`src/rtl/mtmf_pkg.sv`:
```
// ----------------------------------------------------------------------------
// mtmf_pkg: shared types and constants
// Field widths, register indexes, queue entries and back-end states.
// ----------------------------------------------------------------------------
package mtmf_pkg;

    localparam int CH_W       = 8;
    localparam int PIX_W      = 4 * CH_W;
    localparam int COORD_W    = 7;
    localparam int POS_W      = 6;
    localparam int KER_W      = 3;
    localparam int CFG_IDX_W  = 2;
    localparam int CFG_DATA_W = 7;
    localparam int CNT_W      = 8;
    localparam int MIN_KERNEL = 3;

    typedef enum logic [CFG_IDX_W-1:0] {
        CFG_TILE_WIDTH  = 2'd0,
        CFG_TILE_HEIGHT = 2'd1,
        CFG_KERNEL_SIZE = 2'd2
    } cfg_index_t;

    typedef enum logic {
        OP_LOAD  = 1'b0,
        OP_FETCH = 1'b1
    } op_t;

    typedef struct packed {
        logic [COORD_W-1:0] tile_width;
        logic [COORD_W-1:0] tile_height;
        logic [KER_W-1:0]   kernel_size;
    } cfg_t;

    // One classified request as it waits between front and back.
    typedef struct packed {
        op_t                op;
        logic [COORD_W-1:0] col;
        logic [COORD_W-1:0] row;
        logic [COORD_W-1:0] w_eff;
        logic [COORD_W-1:0] h_eff;
        logic [KER_W-1:0]   kernel;
        logic               kernel_ok;
        logic [PIX_W-1:0]   pixel;
    } job_t;

    typedef enum logic [2:0] {
        B_IDLE,
        B_CENTER,
        B_SCAN,
        B_TAIL,
        B_OUT
    } back_state_t;

endpackage

```
`src/rtl/mtmf_in_if.sv`:
```
// ----------------------------------------------------------------------------
// mtmf_in_if: input request channel
// Valid/ready channel carrying one load or fetch request.
// ----------------------------------------------------------------------------
interface mtmf_in_if;
    logic       valid;
    logic       ready;
    logic       operation;
    logic [5:0] column;
    logic [5:0] line;
    logic [7:0] red_in;
    logic [7:0] green_in;
    logic [7:0] blue_in;
    logic [7:0] alpha_in;

    modport source (output valid, operation, column, line, red_in, green_in, blue_in,
                    alpha_in, input ready);
    modport sink (input valid, operation, column, line, red_in, green_in, blue_in,
                  alpha_in, output ready);
endinterface

```
`src/rtl/mtmf_front.sv`:
```
// ----------------------------------------------------------------------------
// mtmf_front: request front end
// Classifies requests, clamps fetch coordinates and queues them for the back.
// ----------------------------------------------------------------------------
module mtmf_front
    import mtmf_pkg::*;
#(
    parameter int MAX_TILE   = 64,
    parameter int MAX_KERNEL = 7
) (
    input  logic         clk,
    input  logic         rst_n,
    mtmf_in_if.sink      in_ch,
    input  cfg_t         cfg,
    output job_t         job,
    output logic         job_valid,
    input  logic         job_pop
);
    job_t       queue_reg [2];
    logic       wr_ptr_reg, wr_ptr_next;
    logic       rd_ptr_reg, rd_ptr_next;
    logic [1:0] count_reg, count_next;

    logic [COORD_W-1:0] w_eff, h_eff, col_ext, row_ext;
    logic               kernel_ok, accept, in_tile, push;
    job_t               entry;

    // Effective tile size, limited to between one and the maximum.
    always_comb
    begin
        if (cfg.tile_width == '0)
            w_eff = COORD_W'(1);
        else if (int'(cfg.tile_width) > MAX_TILE)
            w_eff = COORD_W'(MAX_TILE);
        else
            w_eff = cfg.tile_width;
        if (cfg.tile_height == '0)
            h_eff = COORD_W'(1);
        else if (int'(cfg.tile_height) > MAX_TILE)
            h_eff = COORD_W'(MAX_TILE);
        else
            h_eff = cfg.tile_height;
    end

    assign kernel_ok = (cfg.kernel_size >= KER_W'(MIN_KERNEL)) && cfg.kernel_size[0]
                       && (int'(cfg.kernel_size) <= MAX_KERNEL);

    // Classify: loads outside the tile are dropped, fetches are clamped.
    always_comb
    begin
        col_ext         = {1'b0, in_ch.column};
        row_ext         = {1'b0, in_ch.line};
        in_tile         = (col_ext < w_eff) && (row_ext < h_eff);
        entry.op        = op_t'(in_ch.operation);
        entry.col       = (col_ext >= w_eff) ? w_eff - COORD_W'(1) : col_ext;
        entry.row       = (row_ext >= h_eff) ? h_eff - COORD_W'(1) : row_ext;
        entry.w_eff     = w_eff;
        entry.h_eff     = h_eff;
        entry.kernel    = cfg.kernel_size;
        entry.kernel_ok = kernel_ok;
        entry.pixel     = {in_ch.alpha_in, in_ch.blue_in, in_ch.green_in, in_ch.red_in};
    end

    assign in_ch.ready = (count_reg != 2'd2);
    assign accept      = in_ch.valid && in_ch.ready;
    assign push        = accept && ((entry.op == OP_FETCH) || in_tile);
    assign job_valid   = (count_reg != 2'd0);
    assign job         = queue_reg[rd_ptr_reg];

    // Queue pointer and fill updates.
    always_comb
    begin
        wr_ptr_next = push ? ~wr_ptr_reg : wr_ptr_reg;
        rd_ptr_next = job_pop ? ~rd_ptr_reg : rd_ptr_reg;
        count_next  = count_reg + {1'b0, push} - {1'b0, job_pop};
    end

    always_ff @(posedge clk or negedge rst_n)
    begin
        if (!rst_n)
        begin
            wr_ptr_reg <= 1'b0;
            rd_ptr_reg <= 1'b0;
            count_reg  <= 2'd0;
        end
        else
        begin
            wr_ptr_reg <= wr_ptr_next;
            rd_ptr_reg <= rd_ptr_next;
            count_reg  <= count_next;
        end
    end

    // Queue storage.
    always_ff @(posedge clk)
    begin
        if (push)
        begin
            queue_reg[wr_ptr_reg] <= entry;
        end
    end
endmodule

```
`src/flat_wrapper.sv`:
```
// flat-port wrapper written by rule: the top's interface ports become plain ports
module mtmf_front_flat import mtmf_pkg::*;
#(
    parameter int MAX_TILE   = 64,
    parameter int MAX_KERNEL = 7
)
  (clk, rst_n, cfg, job, job_valid, job_pop, in_ch_valid, in_ch_operation, in_ch_column, in_ch_line, in_ch_red_in, in_ch_green_in, in_ch_blue_in, in_ch_alpha_in, in_ch_ready);
  mtmf_in_if in_ch_i ();
  input  logic clk;
  input  logic rst_n;
  input  cfg_t cfg;
  output job_t job;
  output logic job_valid;
  input  logic job_pop;
  input wire logic [$bits(in_ch_i.valid)-1:0] in_ch_valid;
  input wire logic [$bits(in_ch_i.operation)-1:0] in_ch_operation;
  input wire logic [$bits(in_ch_i.column)-1:0] in_ch_column;
  input wire logic [$bits(in_ch_i.line)-1:0] in_ch_line;
  input wire logic [$bits(in_ch_i.red_in)-1:0] in_ch_red_in;
  input wire logic [$bits(in_ch_i.green_in)-1:0] in_ch_green_in;
  input wire logic [$bits(in_ch_i.blue_in)-1:0] in_ch_blue_in;
  input wire logic [$bits(in_ch_i.alpha_in)-1:0] in_ch_alpha_in;
  output wire logic [$bits(in_ch_i.ready)-1:0] in_ch_ready;
  assign in_ch_i.valid = in_ch_valid;
  assign in_ch_i.operation = in_ch_operation;
  assign in_ch_i.column = in_ch_column;
  assign in_ch_i.line = in_ch_line;
  assign in_ch_i.red_in = in_ch_red_in;
  assign in_ch_i.green_in = in_ch_green_in;
  assign in_ch_i.blue_in = in_ch_blue_in;
  assign in_ch_i.alpha_in = in_ch_alpha_in;
  assign in_ch_ready = in_ch_i.ready;
  mtmf_front #(.MAX_TILE(MAX_TILE), .MAX_KERNEL(MAX_KERNEL)) u_core (.clk(clk), .rst_n(rst_n), .in_ch(in_ch_i), .cfg(cfg), .job(job), .job_valid(job_valid), .job_pop(job_pop));
endmodule
```
`config.mk`:
```
export PLATFORM = sky130hd
export DESIGN_NAME = mtmf_front_flat
export DESIGN_NICKNAME = d
export VERILOG_FILES = /design/src/rtl/mtmf_pkg.sv /design/src/rtl/mtmf_in_if.sv /design/src/rtl/mtmf_front.sv /design/src/flat_wrapper.sv
export SDC_FILE = /design/constraint.sdc
export NUM_CORES = 1
export LEC_CHECK = 0
export BUFFER_PORTS_ARGS = -buffer_cell sky130_fd_sc_hd__buf_2
export CELL_PAD_IN_SITES_DETAIL_PLACEMENT = 0
export CELL_PAD_IN_SITES_GLOBAL_PLACEMENT = 2
export CORE_MARGIN = 2
export CORE_UTILIZATION = 38
export DETAILED_ROUTE_END_ITERATION = 16
export GPL_ROUTABILITY_DRIVEN = 0
export PLACE_DENSITY = 0.85
export SLEW_MARGIN = 10
export SYNTH_ARGS = -nofsm -noshare
export SYNTH_HDL_FRONTEND = slang
export SYNTH_SLANG_ARGS = --single-unit
```
`constraint.sdc`:
```
create_clock -name clk -period 6.85 [get_ports clk]
set_input_delay 1.7125 -clock clk [delete_from_list [all_inputs] [get_ports clk]]
set_output_delay 1.7125 -clock clk [all_outputs]
set_load 0.1 [all_outputs]
```
==> metrics.md <==
| Metric | Value |
|---|---|
| Core area | 0.0146 mm^2 |
| Initial core utilization | 39.2% |
| Post_cts resized | 0 |
| Fin Clk Skew | 0.0154 ns |
| DR vias/cell | 4.88 |
| Htree depth | 4 |
| Max clock buf depth | 2 |
| Asr flop ratio synth | 2.99% |
| Synth area leaders | edfxtp_1 68%, mux2_2 14%, ha_1 3.5% |
| Synth cell types | 35 |
| CP Capture Type | flop |
| Die area | 0.0161 mm^2 |
| Antenna viol nets, final | 0 |
| CTS tree | built |
| Clk sink count | 134 |
| Worst Setup SP | cfg[13] |
| Avg WL per Cell | 17.0 um |
| Layout cell share with drive strength beyond 1 | 49.1% |
| Num CTS Buffers | 17 |
| Crit path arrival time | 4.63 ns |
| DRT Pass-1 Iters | 4 |
| Area grow syn2layout | 25.8% |
| Slew HR | 26.9% |
| Die H | 127 um |
| Maxcap violations | 0 |
| Slew Viols, Final | 0 |
| Netlist Area Pre-Place | 0.00573 mm^2 |
| Worst Tran Pin Value | 1.10 ns |
| Post-Synthesis Net Count | 426 |
| Number of port buffers | 132 |
| CTS root buffer | clkbuf_16 |
| Setup CP Type | in2reg |
| Via count | 3342 |
| Fin. Hold Viols | 0 |
| Max reg flops | 130 |
| Cell Rows | 44 |
| CP max FO | 47 |
| Synthesized instance count | 344 |
| Initial antenna violation count | 0 |
| Top_reg_cell synth | edfxtp_1 |
| #FFs+latches synth | 134 |
| Worst hold start | u_core.count_reg[1] |
| Multi-input logic area | 0.00162 mm^2 |
| Hold crit path type | reg2reg |
| Post-CTS Setup Inserts | 0 |
| Final count of negative-setup-slack endpoints | 0 |
| Global Route Usage Sum | 15.0% |
| # diodes | 0 |
| Die Wd | 127 um |
| Worst r2r src | u_core.count_reg[1] |
| Outcome | complete, no violations |
| Min Tclk post-route | 4.53 ns |
| Overflow left after global routing | 0 |
| Yosys warns | 0 |
| Detailed-route DRC error count | 0 |
| Period utilization | 66.1% |
| First-pass GRT wire length | 18100 um |
| Hpwl dp | 8200 um |
| Post-synthesis sequential area ratio | 69.8% |
| Ports | 133 |
| Layout Nets | 570 |
| Setup TNS | 0 ns |
| Worst EP required | 6.95 ns |
| RSZ-0062 raised after global routing | false |
| Number of global-route vias before repair | 3451 |
| Fmax | 0.221 GHz |
| Syn_area_per_cell | 16.7 um^2 |
| Largest area contributor in the synthesized netlist | edfxtp_1 |
| Cts hold-fix bufs | 0 |
| Startpoint types | input port |
| Clk_lat worst skew | 0.43 ns |
| EDFF count, synth | 130 |
| Post-Route WL | 11700 um |
| Clock transition at the registers of the reported paths | 0.06 ns |
| Fillcell total | 1274 |
| Pin count of the biggest net entering global routing | 48 |
| Number of DRC markers in iteration 0 | 251 |
| Post-synth top area share | 68.1% |
| Register area | 0.00401 mm^2 |
[synth_stat cells, types with 3 or more instances]
cell type	n
o21ai_0	3
clkbuf_1	5
nand2b_1	13
a31oi_1	4
edfxtp_1	130
mux2_2	72
ha_1	16
nor3_1	8
a21oi_1	9
nor2_1	12
nand3_1	3
xnor2_1	5
inv_1	21
or3_1	4
mux2i_1	5
buf_2	5
dfrtp_1	4
[final cells by class]
| type | count | share of cell area [%] |
|---|---|---|
| clock inverter | 15 | 2.13 |
| timing repair buffer | 136 | 9.75 |
| multi-input combinational | 178 | 22.4 |
| inverter | 21 | 1.09 |
| tap | 184 | 3.19 |
| sequential | 134 | 55.5 |
| clock buffer | 17 | 5.90 |
[worst max-delay path, cell delays in order]
cell and delay [ns]:
buf_2 0.13, nor3_1 0.36, a21oi_1 0.12, nor2_1 0.26, ha_1 0.19, nand3b_1 0.12, a21o_1 0.16, a31oi_1 0.22
nor3b_4 0.96, buf_12 0.35
[per-stage QoR]
stage	instances	instance area (um^2)	util (%)	hold slack, ns	setup slack, ns
6_report	685	7220	49.3	0.495	2.32
5_1_grt	685	7220	49.3	0.503	2.06
4_1_cts	685	7220	49.3	0.497	2.31
3_5_place_dp	653	6640	45.3	0.488	1.88
3_3_place_gp	653	6640	45.3	0.473	1.98
2_1_floorplan	344	5740	-	0.451	0.810
[per-layer routing]
| metal | wire length, um | global-route usage (%) |
|---|---|---|
| met5 | 0 | 0 |
| met4 | 173 | 6.98 |
| met3 | 739 | 5.02 |
| met2 | 5500 | 23.5 |
| met1 | 5250 | 18.9 |
[worst paths after layout]
check / end / slack, ns / depth (start not counted)
max reg2reg: u_core.queue_reg[1][6] / 4.40 / 5
max: u_core.queue_reg[1][6] / 2.32 / 10
min in group asynchronous: u_core.wr_ptr_reg / 1.09 / 1
min reg2reg: u_core.count_reg[1] / 0.49 / 1
max in group asynchronous: u_core.rd_ptr_reg / 5.62 / 1
min: u_core.count_reg[1] / 0.49 / 1
[layout by cell type (no fill, tap or decap), types with 2 or more instances in the layout]
cell type   netlist  routed
buf_2             5     132
edfxtp_1        130     130
mux2_2           72      72
inv_1            21      21
clkbuf_16         0      17
ha_1             16      16
nand2b_1         13      13
nor2_1           12      12
a21oi_1           9       9
nor3_1            8       7
mux2i_1           5       5
xnor2_1           5       5
or3_1             4       4
a31oi_1           4       4
clkinv_4          0       4
nand3_1           3       3
o21ai_0           3       3
inv_6             0       3
buf_4             0       3
dfrtp_1           4       3
or2_2             2       2
a211oi_1          2       2
nand3b_1          2       2
nand4b_1          2       2
nor2_4            2       2
a21o_1            2       2
nor2b_1           2       2
clkinvlp_4        0       2
bufinv_16         0       2
clkinv_2          0       2
clkinv_1          0       2
[cell families (layout without fill, tap and decap cells)]
family	count (synthesis)	after routing	share of synthesized area (%)
XOR/XNOR	6	6	0.916
flip-flops	134	134	69.8
buffers and inverters	32	189	2.33
AND/OR/NAND/NOR	53	53	5.35
multiplexers	77	77	15.0
AO/OA/AOI/OAI	26	26	3.08
adder cells (fa/ha/maj)	16	16	3.49
Power is not shown: default switching activity piles up to over one toggle a cycle in this logic, so the estimate is an artifact.
